$ cat src/rtl/nncl_pkg.sv
// Shared types, constants and the line-count rule for the nearest-neighbor chain block.
`timescale 1ns / 1ps
`default_nettype none
package nncl_pkg;

  localparam int PT_COORD_W = 8;   // width of a coordinate field on the ports
  localparam int OUT_IDX_W  = 5;   // width of an index field on the ports
  localparam int LINE_W     = 3;   // width of a line number

  localparam int LINES_AT_15 = 15;
  localparam int LINES_AT_20 = 20;
  localparam int LINES_AT_25 = 25;
  localparam int MIN_LINES   = 2;

  typedef logic [PT_COORD_W-1:0] coord_t;
  typedef logic [OUT_IDX_W-1:0]  out_idx_t;
  typedef logic [LINE_W-1:0]     line_t;

  // Number of lines that a walk over the given number of points is split into.
  function automatic line_t line_count(input int total);
    line_t n;
    if (total >= LINES_AT_25) begin
      n = line_t'(MIN_LINES + 3);
    end else if (total >= LINES_AT_20) begin
      n = line_t'(MIN_LINES + 2);
    end else if (total >= LINES_AT_15) begin
      n = line_t'(MIN_LINES + 1);
    end else begin
      n = line_t'(MIN_LINES);
    end
    return n;
  endfunction

endpackage
`default_nettype wire

$ cat src/rtl/nncl_ram.sv
// Generic single-write, single-read RAM with a registered read port.
`timescale 1ns / 1ps
`default_nettype none
module nncl_ram #(
  parameter int WIDTH = 16,
  parameter int DEPTH = 32
) (
  input  wire logic                                         clk,
  input  wire logic                                         wr_en,
  input  wire logic [((DEPTH > 1) ? $clog2(DEPTH) : 1)-1:0] wr_addr,
  input  wire logic [WIDTH-1:0]                             wr_data,
  input  wire logic [((DEPTH > 1) ? $clog2(DEPTH) : 1)-1:0] rd_addr,
  output logic      [WIDTH-1:0]                             rd_data
);
  logic [WIDTH-1:0] mem_r [DEPTH];
  logic [WIDTH-1:0] rd_data_r;

  always_ff @(posedge clk) begin
    if (wr_en) begin
      mem_r[wr_addr] <= wr_data;
    end
    rd_data_r <= mem_r[rd_addr];
  end

  assign rd_data = rd_data_r;

endmodule
`default_nettype wire

$ cat src/rtl/nearest_neighbor_chain_lines.sv
// Top level: point store and greedy nearest-neighbor walk that emits numbered edges.
//
//  channel | direction | handshake           | word
//  --------+-----------+---------------------+------------------------------------------
//  in_     | input     | in_valid / in_stall | one point (x, y) and its last-point flag
//  out_    | output    | out_valid/out_stall | one edge: indices, coordinates, line, last
//
// Points are stored while idle. The last point starts the walk: the line length is first
// worked out by repeated subtraction, then each edge is found by a distance scan that
// steps through the stored points over the single RAM read port, one point per cycle.
// Reset clears the point count, visited marks and walk state; the RAM is not cleared.
// in_stall is high for the whole walk; a stalled edge holds the walk until it is taken.
`timescale 1ns / 1ps
`default_nettype none
module nearest_neighbor_chain_lines #(
  parameter int MAX_POINTS = 32,
  parameter int COORD_BITS = 8
) (
  input  wire logic              clk,
  input  wire logic              rst_n,
  input  wire logic              in_valid,
  output logic                   in_stall,
  input  wire nncl_pkg::coord_t  in_point_x,
  input  wire nncl_pkg::coord_t  in_point_y,
  input  wire logic              in_final_point,
  output logic                   out_valid,
  input  wire logic              out_stall,
  output nncl_pkg::out_idx_t     out_from_index,
  output nncl_pkg::out_idx_t     out_to_index,
  output nncl_pkg::coord_t       out_from_x,
  output nncl_pkg::coord_t       out_from_y,
  output nncl_pkg::coord_t       out_to_x,
  output nncl_pkg::coord_t       out_to_y,
  output nncl_pkg::line_t        out_line_number,
  output logic                   out_final_edge
);
  import nncl_pkg::*;

  localparam int IDX_W  = (MAX_POINTS > 1) ? $clog2(MAX_POINTS) : 1;
  localparam int CNT_W  = $clog2(MAX_POINTS + 1);
  localparam int SQ_W   = 2 * COORD_BITS;
  localparam int DIST_W = SQ_W + 1;

  localparam logic [2:0] ST_IDLE  = 3'd0;
  localparam logic [2:0] ST_DIV   = 3'd1;
  localparam logic [2:0] ST_CUR   = 3'd2;
  localparam logic [2:0] ST_CURD  = 3'd3;
  localparam logic [2:0] ST_SCAN  = 3'd4;
  localparam logic [2:0] ST_DRAIN = 3'd5;
  localparam logic [2:0] ST_EMIT  = 3'd6;

  logic [2:0]            state_r;
  logic [CNT_W-1:0]      count_r;
  logic [CNT_W-1:0]      total_r;
  line_t                 lines_r;
  logic [CNT_W-1:0]      rem_r;
  logic [CNT_W-1:0]      q_r;
  logic [CNT_W-1:0]      mc_r;
  logic [CNT_W-1:0]      step_r;
  logic [CNT_W-1:0]      j_r;
  line_t                 line_r;
  logic [IDX_W-1:0]      cur_r;
  logic [MAX_POINTS-1:0] visited_r;
  logic                  drain_r;
  logic [COORD_BITS-1:0] cx_r, cy_r;

  // Scan pipeline: RAM read, squares, then sum and compare.
  logic                  p1_vld_r;
  logic [IDX_W-1:0]      p1_idx_r;
  logic                  p2_vld_r;
  logic [IDX_W-1:0]      p2_idx_r;
  logic [COORD_BITS-1:0] p2_x_r, p2_y_r;
  logic [SQ_W-1:0]       sqx_r, sqy_r;
  logic                  found_r;
  logic [DIST_W-1:0]     best_d_r;
  logic [IDX_W-1:0]      best_idx_r;
  logic [COORD_BITS-1:0] best_x_r, best_y_r;

  logic                  out_valid_r;
  out_idx_t              out_from_index_r, out_to_index_r;
  coord_t                out_from_x_r, out_from_y_r, out_to_x_r, out_to_y_r;
  line_t                 out_line_r;
  logic                  out_final_r;

  logic                      in_take;
  logic                      wr_en;
  logic [CNT_W-1:0]          count_nxt;
  logic [IDX_W-1:0]          rd_addr;
  logic [2*COORD_BITS-1:0]   rd_data;
  logic [COORD_BITS-1:0]     rd_x, rd_y;
  logic [COORD_BITS-1:0]     dx, dy;
  logic [DIST_W-1:0]         dist_sum;
  logic                      out_free;
  logic                      last_edge;
  logic [CNT_W-1:0]          mc_inc;
  logic [CNT_W-1:0]          mc_nxt;
  line_t                     line_nxt;

  assign in_stall  = (state_r != ST_IDLE);
  assign in_take   = in_valid && !in_stall;
  assign wr_en     = in_take && (32'(count_r) < MAX_POINTS);
  assign count_nxt = wr_en ? count_r + CNT_W'(1) : count_r;

  assign rd_addr = (state_r == ST_SCAN) ? j_r[IDX_W-1:0] : cur_r;

  nncl_ram #(
    .WIDTH (2 * COORD_BITS),
    .DEPTH (MAX_POINTS)
  ) u_store (
    .clk     (clk),
    .wr_en   (wr_en),
    .wr_addr (count_r[IDX_W-1:0]),
    .wr_data ({COORD_BITS'(in_point_x), COORD_BITS'(in_point_y)}),
    .rd_addr (rd_addr),
    .rd_data (rd_data)
  );

  assign rd_x     = rd_data[2*COORD_BITS-1:COORD_BITS];
  assign rd_y     = rd_data[COORD_BITS-1:0];
  assign dx       = (rd_x >= cx_r) ? rd_x - cx_r : cx_r - rd_x;
  assign dy       = (rd_y >= cy_r) ? rd_y - cy_r : cy_r - rd_y;
  assign dist_sum = {1'b0, sqx_r} + {1'b0, sqy_r};

  assign out_free  = !out_valid_r || !out_stall;
  assign last_edge = (32'(step_r) + 2) == 32'(total_r);

  // The line advances each time the incremented edge counter equals q, until the last line is reached.
  always_comb begin
    mc_inc   = mc_r + CNT_W'(1);
    mc_nxt   = mc_inc;
    line_nxt = line_r;
    if (mc_inc == q_r) begin
      mc_nxt = '0;
      if (line_r != lines_r) begin
        line_nxt = line_r + line_t'(1);
      end
    end
  end

  // Payload registers of the scan pipeline, the current point and the output edge.
  always_ff @(posedge clk) begin
    if (state_r == ST_SCAN) begin
      p1_idx_r <= j_r[IDX_W-1:0];
    end
    sqx_r    <= SQ_W'(dx) * SQ_W'(dx);
    sqy_r    <= SQ_W'(dy) * SQ_W'(dy);
    p2_idx_r <= p1_idx_r;
    p2_x_r   <= rd_x;
    p2_y_r   <= rd_y;
    if (state_r == ST_CURD) begin
      cx_r <= rd_x;
      cy_r <= rd_y;
    end
    if (p2_vld_r && (!found_r || dist_sum < best_d_r)) begin
      best_d_r   <= dist_sum;
      best_idx_r <= p2_idx_r;
      best_x_r   <= p2_x_r;
      best_y_r   <= p2_y_r;
    end
    if (state_r == ST_EMIT && out_free) begin
      out_from_index_r <= out_idx_t'(cur_r);
      out_to_index_r   <= out_idx_t'(best_idx_r);
      out_from_x_r     <= coord_t'(cx_r);
      out_from_y_r     <= coord_t'(cy_r);
      out_to_x_r       <= coord_t'(best_x_r);
      out_to_y_r       <= coord_t'(best_y_r);
      out_line_r       <= line_nxt;
      out_final_r      <= last_edge;
    end
  end

  always_ff @(posedge clk) begin
    if (!rst_n) begin
      state_r     <= ST_IDLE;
      count_r     <= '0;
      total_r     <= '0;
      lines_r     <= line_t'(MIN_LINES);
      rem_r       <= '0;
      q_r         <= '0;
      mc_r        <= '0;
      step_r      <= '0;
      j_r         <= '0;
      line_r      <= line_t'(1);
      cur_r       <= '0;
      visited_r   <= '0;
      drain_r     <= 1'b0;
      p1_vld_r    <= 1'b0;
      p2_vld_r    <= 1'b0;
      found_r     <= 1'b0;
      out_valid_r <= 1'b0;
    end else begin
      p1_vld_r <= (state_r == ST_SCAN) && !visited_r[j_r[IDX_W-1:0]];
      p2_vld_r <= p1_vld_r;
      if (p2_vld_r) begin
        found_r <= 1'b1;
      end
      if (out_valid_r && !out_stall) begin
        out_valid_r <= 1'b0;
      end

      case (state_r)
        ST_IDLE: begin
          if (in_take) begin
            count_r <= count_nxt;
            if (in_final_point) begin
              total_r <= count_nxt;
              lines_r <= line_count(32'(count_nxt));
              rem_r   <= count_nxt;
              q_r     <= '0;
              state_r <= ST_DIV;
            end
          end
        end
        ST_DIV: begin
          // q = total / lines by repeated subtraction.
          if (32'(rem_r) >= 32'(lines_r)) begin
            rem_r <= rem_r - CNT_W'(lines_r);
            q_r   <= q_r + CNT_W'(1);
          end else begin
            cur_r     <= '0;
            line_r    <= line_t'(1);
            step_r    <= '0;
            mc_r      <= '0;
            visited_r <= '0;
            state_r   <= ST_CUR;
          end
        end
        ST_CUR: begin
          visited_r[cur_r] <= 1'b1;
          state_r          <= ST_CURD;
        end
        ST_CURD: begin
          if (32'(step_r) + 1 >= 32'(total_r)) begin
            // Every point is visited: the walk ends without an edge.
            count_r   <= '0;
            visited_r <= '0;
            cur_r     <= '0;
            line_r    <= line_t'(1);
            step_r    <= '0;
            mc_r      <= '0;
            state_r   <= ST_IDLE;
          end else begin
            j_r     <= '0;
            found_r <= 1'b0;
            state_r <= ST_SCAN;
          end
        end
        ST_SCAN: begin
          j_r <= j_r + CNT_W'(1);
          if (j_r == total_r - CNT_W'(1)) begin
            drain_r <= 1'b0;
            state_r <= ST_DRAIN;
          end
        end
        ST_DRAIN: begin
          drain_r <= 1'b1;
          if (drain_r) begin
            state_r <= ST_EMIT;
          end
        end
        ST_EMIT: begin
          if (out_free) begin
            out_valid_r <= 1'b1;
            mc_r        <= mc_nxt;
            line_r      <= line_nxt;
            if (last_edge) begin
              count_r   <= '0;
              visited_r <= '0;
              cur_r     <= '0;
              line_r    <= line_t'(1);
              step_r    <= '0;
              mc_r      <= '0;
              state_r   <= ST_IDLE;
            end else begin
              cur_r   <= best_idx_r;
              step_r  <= step_r + CNT_W'(1);
              state_r <= ST_CUR;
            end
          end
        end
        default: begin
          state_r <= ST_IDLE;
        end
      endcase
    end
  end

  assign out_valid       = out_valid_r;
  assign out_from_index  = out_from_index_r;
  assign out_to_index    = out_to_index_r;
  assign out_from_x      = out_from_x_r;
  assign out_from_y      = out_from_y_r;
  assign out_to_x        = out_to_x_r;
  assign out_to_y        = out_to_y_r;
  assign out_line_number = out_line_r;
  assign out_final_edge  = out_final_r;

endmodule
`default_nettype wire
$ cat config.mk
export PLATFORM = sky130hd
export DESIGN_NAME = nearest_neighbor_chain_lines
export DESIGN_NICKNAME = d
export VERILOG_FILES = /design/src/rtl/nncl_pkg.sv /design/src/rtl/nncl_ram.sv /design/src/rtl/nearest_neighbor_chain_lines.sv
export SDC_FILE = /design/constraint.sdc
export NUM_CORES = 1
export LEC_CHECK = 0
export BUFFER_PORTS_ARGS = -buffer_cell sky130_fd_sc_hd__buf_2
export CORE_UTILIZATION = 65
export DETAILED_ROUTE_END_ITERATION = 12
export GPL_TIMING_DRIVEN = 0
export PLACE_DENSITY = 0.82
export SLEW_MARGIN = 0
export SYNTH_ARGS = -nofsm -noshare
export SYNTH_HDL_FRONTEND = slang
export SYNTH_SLANG_ARGS = --single-unit
$ cat constraint.sdc
create_clock -name clk -period 9.4 [get_ports clk]
set_input_delay 0.47 -clock clk [delete_from_list [all_inputs] [get_ports clk]]
set_output_delay 0.47 -clock clk [all_outputs]
set_load 0.005 [all_outputs]
; ---- Yosys cells after proc, flatten, opt, wreduce, memory -nomap -nowiden
; Memories as Yosys holds them, arrays and structs flattened. A register that Yosys moved wholly into a read port is not among the register bits.
; Index checks and enable logic that the tools add are counted.
[word_totals]
ff_bits = 251
latch_bits = 0
mem_bits_rw = 512
rom_bits = 0
output_inout_bits = 48
word_cells = 188
memories = 1
[classes]
add_sub_neg = 15
mul = 2
div = 0
order_cmp = 12
n_eq_ne = 20
shifts = 0
n_mux = 70
n_bitwise = 1
n_reduce_logical = 30
[memory_table]
columns = name, depth, width, read_ports, rd_ports_with_merged_regs, write_ports, line
row1 = u_store.mem_r, 32, 16, 1, 1, 1, nncl_ram.sv:15  ; logic [WIDTH-1:0] mem_r [DEPTH];
[op_table]
columns = cell, n
row1 = two-way mux 32 bit, 4
row2 = one-hot mux 32 bit (4 select lines), 1
row3 = two-way mux 6 bit, 18
row4 = one-hot mux 6 bit (3 select lines), 3
row5 = two-way mux 3 bit, 15
row6 = one-hot mux 6 bit (2 select lines), 3
row7 = multiplier 8 x 8 -> 16 bit, 2
row8 = OR 32 bit, 1
row9 = subtractor 8 bit, 4
row10 = adder 6 x 1 -> 6 bit (second input constant), 5
row11 = two-way mux 5 bit, 5
row12 = one-hot mux 3 bit (7 select lines), 1
row13 = adder 16 x 16 -> 17 bit, 1
row14 = less-than comparator 17 bit, 1
row15 = >= comparator 8 bit, 2
row16 = two-way mux 8 bit, 2
row17 = inequality test 2 bit (second input constant), 8
row18 = one-hot mux 5 bit (3 select lines), 1
row19 = == test 6 bit, 2
row20 = >= comparator 6 x 5 -> 1 bit (second input constant), 2
row21 = less-than comparator 5 x 6 -> 1 bit (second input constant), 2
row22 = two-way mux 1 bit, 12
row23 = AND reduction 5 bit, 2
row24 = == test 3 bit (second input constant), 3
row25 = other kinds (31), 50

; ---- Longest topological paths before layout
[logic_depth]
depth_word = 9
mapped_depth = 30
depth_no_buf = 28

; ---- By module
; Synthesis repeated with hierarchy kept, for this count alone.
[hier_totals]
cells_unflattened = 2606
hier_area_um2 = 35307.6
[modules_own_cells]
columns = mod, instances, cells_each, area_each_um2, seq_area_each_um2
row1 = nncl_ram, 1, 1143, 20534.7, 15695.1
row2 = nearest_neighbor_chain_lines, 1, 1463, 14772.9, 6035.8

; ---- Worst setup path before layout
; No wires, ideal clock.
[synth_path]
path_type = reg-to-reg
startpoint = reg cx_r[2]
endpoint = reg sqx_r[15]
setup_time_ns = 0.129
arrival_time_ns = 6.129
slack_ns = 3.141
path_stages_with_launch = 30
n_path_buf = 3
period_less_slack_ns = 6.259
path_cell_list = edfxtp_1 -> inv_1 -> ha_1 -> clkbuf_1 -> nand4_1 -> a31oi_1 -> or2_1 -> buf_2 -> o221ai_1 -> and3_1 -> or2_2 -> clkbuf_1 -> nor2_1 -> fa_1 -> xnor2_1 -> and2_1 -> mux2i_1 -> o211a_1 -> fa_1 -> inv_1 -> fa_1 -> inv_1 -> ha_1 -> nand2_1 -> o21ai_0 -> nor4_1 -> o21ai_0 -> a21o_1 -> a21oi_1 -> xnor3_1
[synth_between]
elab_chain_len = 3
elab_cells_between_ends = 5
classes_between = add/sub (2) / mul (1) / order compare (1) / mux (1)
[synth_lines]
columns = element, line
row1 = from (decl), nearest_neighbor_chain_lines.sv:65  ; logic [COORD_BITS-1:0] cx_r, cy_r;
row2 = from (signal assigned), nearest_neighbor_chain_lines.sv:151  ; cx_r <= rd_x;
row3 = subtractor 8 bit / >= comparator 8 bit (equally long branches), nearest_neighbor_chain_lines.sv:120  ; assign dx = (rd_x >= cx_r) ? rd_x - cx_r : cx_r - rd_x;
row4 = two-way mux 8 bit (*), nearest_neighbor_chain_lines.sv:120
row5 = multiplier 8 x 8 -> 16 bit (*), nearest_neighbor_chain_lines.sv:145  ; sqx_r <= SQ_W'(dx) * SQ_W'(dx);
row6 = to (signal assigned), nearest_neighbor_chain_lines.sv:145
row7 = to (decl), nearest_neighbor_chain_lines.sv:73  ; logic [SQ_W-1:0] sqx_r, sqy_r;
; Mark *: on every way between the ends. The rest lies on a longest branch, timed or not.
; A chain may end at the register's enable or synchronous reset.

; ---- Final worst setup path
; Same ends and word-level chain as after synthesis.

==> run summary <==
CTS resizes -> 0
Synthesized Nets -> 3301
CP max FO -> 7
Least-Margin Pin Slew -> 1440 ps
DRC viols -> 0
mux cell area share after synthesis -> 0.0140
fin cells -> 4051
initial antenna violation count -> 2
status -> complete, no violations
vias in the first global route -> 24597
clock buffer depth -> 3
via count -> 25095
critical path class -> reg -> reg
Min Clock Period, post-route -> 7220 ps
Peak VDD IR -> 0.000636 V
number of synthesis warnings -> 0
row count -> 86
layout cell share with drive strength beyond 1 -> 0.105
Post-synth EDFFs -> 617
fin crit share -> 0.768
CTS tree -> built
Slowest cell on crit path -> fa_1
gpl congestion -> 0.933
pin count of the biggest net entering global routing -> 33
core area -> 0.0550 mm2
Iter 0 DRT Violations -> 2854
Seq/Total Area, Yosys -> 0.602
setup TNS -> 0 ps
clk slew on worst S/H paths -> 60 ps
Relative slew margins -> 0.0354
ys async rst share -> 0
GRT Util Overall -> 0.329
Worst Hold Class -> in -> reg
I/O pin total -> 69
drt pass-1 iters -> 8
WL per Instance -> 22.8 um
synthesis-to-finish area growth -> 11.4%
Cell variety after synth -> 84
Startpoint Class -> register
Pwr Total -> 14300 uW
total grt overflow -> 0
root buf cell -> clkbuf_16
Port Buffers -> 68
CP Capture Type -> register
CP Data Arrival Time -> 7710 ps
Hold Buf Count CTS -> 0
Worst R2R Setup Slack -> 2180 ps
slowest stage delay, CP -> 550 ps
CTS sink cnt -> 777
Detail Placement HPWL -> 62600 um
die height -> 238 um
H-Tree Depth -> 3
final-report max-slew violation count -> 0
global-route wire length before repair -> 140000 um
PwrDens -> 356 mW/mm2
Synth Area in Adders -> 0.0793
die area -> 0.0565 mm2
worst-skew pair later-pin latency -> 630 ps
leakage power total -> 0.0154 uW
critical path data required time -> 9880 ps
Compound-Gate Fraction of Synth Area -> 0.0998
Initial Utilization -> 0.657
Num CTS Buffers -> 78
ys flop type -> edfxtp_1
Max Freq -> 138 MHz
Die X-Extent -> 238 um
postcts setup bufs -> 0
Post-Synth XOR/XNOR Area -> 0.0214
WL final -> 92300 um
placed cells -> 3903
simple-gate portion of the synthesized area -> 0.139
Clock Skews -> 28.1 ps
final setup vio count -> 0
ant diodes -> 0
Hold Violations, Final -> 0
RSZ-0062 raised after global routing -> false
Post-Syn Instances -> 3084
NumNets Final -> 3455
Syn Area/Cell -> 11.7 um2
Vias per Instance -> 6.19
maxcap violations -> 0
largest family of logic cells by synthesized area -> simple AND/OR/NAND/NOR gates
#FFs+latches synth -> 777
Synth Cell Area -> 0.0361 mm2
antenna-violating nets left -> 0
-- layout by cell type (no fill, tap or decap), drive strengths merged, types with 44 or more instances in the layout --
master and instances:
dfxtp 160, nor2b 47, inv 206, xnor2 44, nand2 529, a311oi 64
fa 55, nand3 203, buf 165, ha 141, clkbuf 187, a21oi 84
nor2 160, a211oi 88, edfxtp 617
-- flip-flops by register name, indices dropped and copies added (netlist names), 15 cells and up --
register and count:
visited_r 32, sqy_r 15, best_d_r 17, u_store.mem_r 512, sqx_r 15, u_store.rd_data 16
-- final timing paths --
check / from / depth (start not counted) / endpoint
setup / recovery: cx_r[2] / 29 / sqx_r[15]
hold / removal: out_stall / 3 / out_valid
setup reg to reg: cx_r[2] / 29 / sqx_r[15]
hold reg to reg: p1_idx_r[1] / 0 / p2_idx_r[1]
-- cells by family after synthesis --
logic type	count (synthesis)
AND/OR/NAND/NOR	1116
buffers and inverters	381
adder cells (fa/ha/maj)	196
XOR/XNOR	85
AO/OA/AOI/OAI	492
flip-flops	777
multiplexers	37
-- layout make-up --
class	instances	area, um2
clock buffers	98	2100
multi-input cells	1926	12800
inverters	201	754
well taps	748	936
plain buffers	180	855
flip-flops and latches	777	21700
repair buffers	74	410
fillers	3676	14800
clock inverters	47	603
-- worst max-delay path: cells and delay by family (launching register included) --
kind / cells / cell delay (ps)
fa+ha+maj: 5 / 2220
compound gates: 7 / 1390
mux: 1 / 70
simple gates: 8 / 1780
buf+inv: 6 / 800
flops: 1 / 380
xor+xnor: 2 / 440
-- metrics by stage --
stage               cell area [um2]  setup WS (ps)  utilization  hold slack [ps]
detailed placement            37500           2340        0.681              327
global placement              37400           2480        0.680              324
finish                        40200           2180        0.732              202
CTS                           40200           2220        0.730              180
global route                  40200           1600        0.732              212
floorplan                     36100           3140            -              323
-- metal layers --
| metal | part of all wire | track usage |
|---|---|---|
| met1 | 0.39 | 0.433 |
| met2 | 0.47 | 0.534 |
| met3 | 0.092 | 0.0615 |
| met4 | 0.047 | 0.146 |
| met5 | 0 | 0 |
-- where the power goes --
part / switching (uW) / internal, uW
sequential: 84.8 / 4030
clock: 1330 / 1930
combinational: 4000 / 2940
total: 5420 / 8900
-- Yosys cell counts, types with 11 or more instances --
cell / n / area [um2]
xor2_1: 39 / 342
clkbuf_1: 89 / 334
a31o_1: 13 / 114
a41oi_1: 12 / 105
a21oi_1: 82 / 410
inv_1: 200 / 751
or2_2: 16 / 100
a311oi_1: 64 / 561
nand3b_1: 11 / 82.6
nand2b_1: 16 / 100
buf_2: 68 / 340
a311o_1: 17 / 170
o211ai_1: 25 / 188
a21o_1: 28 / 210
nor2_1: 160 / 601
ha_1: 141 / 1760
dfxtp_1: 160 / 3200
o21ai_0: 35 / 175
mux2i_1: 22 / 220
a211oi_1: 87 / 653
a31oi_1: 31 / 194
xnor2_1: 44 / 385
nor2b_1: 47 / 294
edfxtp_1: 617 / 18500
nor3_1: 42 / 210
nand3_1: 203 / 1020
o21a_1: 16 / 120
a21boi_0: 15 / 113
fa_1: 55 / 1100
nand2_1: 529 / 1990
nand4_1: 12 / 75.1
and3_1: 31 / 194
No activity file was read; power rests on OpenSTA's default activity.
